$ cat config.mk
export PLATFORM = sky130hd
export DESIGN_NAME = mhd_queue
export DESIGN_NICKNAME = d
export VERILOG_FILES = /design/src/rtl/mhd_pkg.sv /design/src/rtl/mhd_queue.sv
export SDC_FILE = /design/constraint.sdc
export NUM_CORES = 1
export LEC_CHECK = 0
export BUFFER_PORTS_ARGS = -buffer_cell sky130_fd_sc_hd__buf_4
export CAP_MARGIN = 30
export CORE_ASPECT_RATIO = 1.75
export CORE_MARGIN = 8
export CORE_UTILIZATION = 30
export DETAILED_ROUTE_END_ITERATION = 10
export PLACE_DENSITY_LB_ADDON = 0.15
export SLEW_MARGIN = 20
export SYNTH_ARGS = -nofsm -noshare
export SYNTH_HDL_FRONTEND = slang
export SYNTH_SLANG_ARGS = --single-unit
$ cat constraint.sdc
create_clock -name clk -period 5.2 [get_ports clk]
set_clock_uncertainty 0.2 [all_clocks]
set_input_delay 1.04 -clock clk [delete_from_list [all_inputs] [get_ports clk]]
set_output_delay 1.04 -clock clk [all_outputs]
set_load 0.005 [all_outputs]
$ cat src/rtl/mhd_pkg.sv
`default_nettype none

package mhd_pkg;

  // Frame shape
  localparam int CHANNELS     = 4;
  localparam int SAMPLE_BITS  = 16;
  localparam int DELAY_DEPTH  = 4096;
  localparam int ADDR_BITS    = $clog2(DELAY_DEPTH);
  localparam int LEN_BITS     = 12;
  localparam int CMP_BITS     = ((LEN_BITS > ADDR_BITS) ? LEN_BITS : ADDR_BITS) + 1;

  // Mixing arithmetic
  localparam int COEF_BITS    = 16;
  localparam int COEF_FRAC    = 14;
  localparam int DELAYED_BITS = SAMPLE_BITS + 1;
  localparam int PROD_BITS    = COEF_BITS + DELAYED_BITS;
  localparam int ACC_BITS     = PROD_BITS + $clog2(CHANNELS);

  // Queue between front and back
  localparam int QUEUE_DEPTH  = 4;
  localparam int QPTR_BITS    = $clog2(QUEUE_DEPTH);
  localparam int QCNT_BITS    = QPTR_BITS + 1;

  // Configuration port
  localparam int CFG_INDEX_BITS = 3;
  localparam int CFG_DATA_BITS  = CHANNELS * COEF_BITS;

  localparam logic [CHANNELS*LEN_BITS-1:0] LENGTHS_RESET = 48'h001001001001;
  localparam logic [COEF_BITS-1:0]         COEF_ONE      = 16'h4000;

  typedef enum logic [CFG_INDEX_BITS-1:0] {
    REG_DELAY_LENGTHS = 3'd0,
    REG_POLARITY_MASK = 3'd1,
    REG_MIX_ROW_0     = 3'd2,
    REG_MIX_ROW_1     = 3'd3,
    REG_MIX_ROW_2     = 3'd4,
    REG_MIX_ROW_3     = 3'd5
  } reg_index_t;

  typedef logic [CHANNELS-1:0][DELAYED_BITS-1:0]          tap_vec_t;
  typedef logic [CHANNELS-1:0][CHANNELS-1:0][COEF_BITS-1:0] mix_matrix_t;

  typedef struct packed {
    logic [CHANNELS-1:0][LEN_BITS-1:0] lengths;
    logic [CHANNELS-1:0]               polarity;
  } front_cfg_t;

endpackage

`default_nettype wire

$ cat src/rtl/mhd_queue.sv
`default_nettype none

module mhd_queue import mhd_pkg::*; (
  input  wire logic     clk,
  input  wire logic     rst,
  input  wire logic     push,
  input  wire tap_vec_t push_data,
  input  wire logic     pop,
  output logic          head_valid,
  output tap_vec_t      head_data,
  output logic [QCNT_BITS-1:0] count
);

  tap_vec_t             slots [QUEUE_DEPTH];
  logic [QPTR_BITS-1:0] wr_ptr;
  logic [QPTR_BITS-1:0] rd_ptr;

  assign head_valid = (count != '0);
  assign head_data  = slots[rd_ptr];

  // Store on push; the front never pushes into a full queue
  always_ff @(posedge clk) begin
    if (push) slots[wr_ptr] <= push_data;
  end

  always_ff @(posedge clk) begin
    if (rst) begin
      wr_ptr <= '0;
      rd_ptr <= '0;
      count  <= '0;
    end else begin
      if (push) wr_ptr <= wr_ptr + 1'b1;
      if (pop)  rd_ptr <= rd_ptr + 1'b1;
      unique case ({push, pop})
        2'b10:   count <= count + 1'b1;
        2'b01:   count <= count - 1'b1;
        default: count <= count;
      endcase
    end
  end

endmodule

`default_nettype wire

Word level (Yosys, flattened, before mapping)
Memory sizes are Yosys's and may differ from the RTL's. A register that Yosys moved wholly into a read port is not among the register bits.
Cells that the tools add are included.
{ "totals": {"mem_bits_rw": 272, "inputBits": 72, "register_bits": 7, "output_inout_bits": 72, "word_cells": 17, "memories": 1} }
{ "memory_table": {"columns": ["memory", "depth", "word_bits", "read_ports", "rd_ports_with_merged_regs", "wr", "line_no", "source"], "rows": [
  ["slots", 4, 68, 1, 1, 1, "mhd_queue.sv:14", "tap_vec_t slots [QUEUE_DEPTH];"]
]} }
{ "classes": {"mux": 5, "n_addsub": 4, "eq_ne": 2, "reduce_logical": 2} }
{ "ops": {"columns": ["op", "count"], "rows": [
  ["one-hot mux 3 bit (2 select lines)", 1],
  ["adder 2 x 1 -> 2 bit, second input constant", 2],
  ["two-way mux 2 bit", 2],
  ["adder 3 x 1 -> 3 bit, second input constant", 1],
  ["nonzero test 3 bit", 1],
  ["subtractor 3 x 1 -> 3 bit, second input constant", 1],
  ["equality test 2 x 1 -> 1 bit, second input constant", 1],
  ["equality test 2 bit, second input constant", 1],
  ["two-way mux 1 bit", 2],
  ["nonzero test 2 bit", 1]
]} }

Longest topological paths before layout
{ "depth": {"ltp_word": 3, "mapped_depth": 7, "ltp_nobuf": 7} }

Worst setup path before layout
No wires, ideal clock.
{ "synth_path": {"kind": "input port to flip-flop", "start": "input port push", "end": "memory slots[0][0] (netlist bit) (enable)", "slack_ns": 1.931, "path_buffers": 0, "t_required_ns": 4.567, "setup_ns": 0.433, "arrival_time_ns": 2.636, "cell_stages": 1, "path_cell_list": "and2_1"} }
{ "synth_via": {"elab_chain_cells": 2} }
{ "synth_rtl": {"columns": ["element", "line_no", "source"], "rows": [
  ["start, declared", "mhd_queue.sv:6", "input wire logic push,"],
  ["two-way mux 1 bit", "mhd_queue.sv:23", "if (push) slots[wr_ptr] <= push_data;"],
  ["two-way mux 1 bit (not written as such)", "mhd_queue.sv:23", null],
  ["end, declared", "mhd_queue.sv:14", null]
]} }
No other way between the ends.

==> flow_summary.yaml <==
outcome:
  status: "completed"
synth:
  synth_cell_type_count: 20
  synth_edf_count: 272
  syn_nets: 480
  yosysWarnings: 0
  synthXorXnorAreaFrac_pct: 0.427
  synthAdderAreaFrac_pct: 0.804
  synthMuxAreaShare_pct: 15.0
  yosys.area.top_type: "edfxtp_1"
  ys_top_cells_by_area: "edfxtp_1 80%, mux4_2 15%, dfxtp_1 1.8%, ha_1 0.61%, buf_12 0.59%"
  syn_avg_cell_area_um2: 25.5
  synth_top_family_by_area: "multiplexers"
  synth_seq_cells: 281
  synth-async-reset-ratio_pct: 0
  ys.flop_type: "edfxtp_1"
  ys_seq_area_share_pct: 81.3
  synth_compound_area_share_pct: 0.146
  netlist.area_leader.share_pct: 79.6
  netlist_instances: 402
  synth-simple-area-share_pct: 0.695
  synth_area_um2: 10300
clock_network:
  cts_hold_buffers: 0
  cts_resized: 0
  cts-root-buf: "clkbuf_16"
  clock_path_buffers: 3
  cts.htree.levels: 1
  numClockSinks: 281
  cts.clk_slew.worst_paths_ns: 0.07
  cts_tree: "yes"
  clkLatencyLatePin_ns: 0.52
  cts_setup_buffers: 0
  numCtsBuffers: 26
critical_path:
  cp_data_required_time_ns: 3.96
  cp_common_cell: "buf_4"
  slowest_stage: "mux4_2"
  r2r-end: "slots[0][4]"
  critical_path_arrival_ns: 2.49
  cp.depth: 3
  reg2reg_slack_ns: 2.91
  end_kind: "output port"
  critPathMaxStageDelay_ns: 0.61
  cp-endpoint: "head_data[17]"
  crit_chain: "buf_4 > mux4_2 > buf_4"
  path_buf_inv: 2
  cp_max_fo: 25
  crit_family: "buffers and inverters"
  path_class: "flop to output port"
  reg2reg_from: "wr_ptr[0]"
  rr_worst_depth: 4
  worst_setup_path_start_kind: "flop"
sta:
  fin_tns_setup_ns: 0
  final-setup-viol-count: 0
  post-route-period-util_pct: 71.7
  rsz0062_at_grt: "no"
  hold_viol_final: 0
  tightest_slew_ns: 0.815
  period_minus_slack_ns: 3.73
  fmax_mhz: 268
  slew_headroom_pct: 45.6
  worst_slack_ns: 1.47
  slew_viol_final: 0
worst_hold_path:
  hp-class: "flop to flop"
  worstHoldStart: "rd_ptr[1]"
grt:
  grt_use_met1_pct: 11.4
  grt_pass1_wl_um: 33300
  met2_usage_pct: 21.1
  grt_pass1_vias: 5443
  gr-total-overflow: 0
  met3_usage_pct: 2.57
  grt_max_degree: 49
  grt_busiest_layer: "met2"
  grt_usage_pct: 11.0
  antenna_found_initial: 0
power_and_ir_drop:
  leakage_nw: 4.22
  totalPowerFinal_mw: 5.05
  vdd_drop_max_v: 0.000192
  cellPowerDensity_nw_per_um2: 396
cells_and_area:
  mostFrequentLayoutCell: "edfxtp_1"
  layout.cells.non_filler: 1039
  fill_cells: 3053
  area_delta_synth_final_pct: 24.2
  regArea_um2: 8360
  drive_gt1_share_pct: 44.9
  layout_common_cells: "272 x edfxtp_1, 147 x buf_4, 68 x mux4_2"
  nets: 641
  multi_input_area_um2: 1760
  fin_util_pct: 37.8
floorplan:
  die_w_um: 156
  core.rowCount: 89
  die-area_um2: 40600
  start_util_pct: 30.4
  io-pin-count: 144
  die_y_um: 261
  core_area_um2: 33700
placement:
  pre_cts_slack_ns: 1.90
  io_buffers: 143
  placed_cells: 990
  gp_congestion: 0.666
  dp_hpwl_um: 13500
drt:
  final_antenna_net_count: 0
  drc: 0
  drtIter0Drc: 193
  drt-total-wl_um: 22100
  num_vias: 4633
  first_pass_iters: 4
  routed_via_density: 4.46
  wire_per_inst_um: 21.3
run:
  maxCapViolations: 0
-- tightest hold or removal path: cells and delay by family, from the launching register on --
family | cells | cell delay [ns]
flip-flops | 1 | 0.33
AND/OR/NAND/NOR | 1 | 0.10
XOR/XNOR | 1 | 0.07
-- per-layer routing --
metal | share of wire, % | wire, µm
met4 | 2.2 | 484
met1 | 36 | 7950
met5 | 0 | 0
met2 | 56 | 12500
met3 | 5.4 | 1200
-- sequential cells by signal, indices dropped and copies added (netlist names), named ones only --
signal,count
rd_ptr,2
count,3
wr_ptr,2
slots,272
-- cell usage after synthesis (2+ instances only) --
master / count
xor2_1: 3
buf_12: 3
ha_1: 5
clkbuf_1: 5
edfxtp_1: 272
buf_2: 4
mux4_2: 68
dfxtp_1: 9
buf_4: 4
or3_1: 2
inv_1: 6
and2_1: 4
xnor2_1: 2
a21oi_1: 2
nor2_1: 8
-- metrics by stage --
stage	hold slack, ns	instance area [µm²]
after detailed placement	0.316	11900
after global placement	0.286	11800
final	0.334	12700
after floorplan	0.283	10300
after CTS	0.333	12700
after global routing	0.366	12700
-- report_power, final --
| part | switching (mW) | internal [mW] | leakage (nW) |
|---|---|---|---|
| logic | 0.228 | 0.275 | 1.24 |
| registers | 0.0450 | 2.60 | 2.57 |
| clock network | 0.806 | 1.09 | 0.406 |
| total | 1.08 | 3.97 | 4.22 |
-- layout make-up --
cell class	count	share of cell area, %
antenna	1	0.0196
clock buffer	29	5.36
clock inverter	19	1.36
inverter	6	0.177
multi-input combinational	98	13.8
sequential	281	65.5
tap	455	4.47
timing repair buffer	150	9.24
-- logic make-up (layout without fill, tap and decap cells) --
family	after synthesis	in the layout
AOI/OAI and AO/OA	3	3
xor gates and xnor gates	5	5
adders and majority gates	6	6
buffers and inverters	23	204
DFF	281	281
muxes	69	69
other	0	1
and+or+nand+nor	15	15
-- worst min path at each step --
stage                            to  cells past startpoint
after floorplan            count[2]                      2
after CTS                 rd_ptr[1]                      2
after global placement     count[2]                      2
final                     rd_ptr[1]                      2
after global routing      wr_ptr[1]                      2
after detailed placement       flop                      2
No activity file was read; power rests on OpenSTA's default activity.
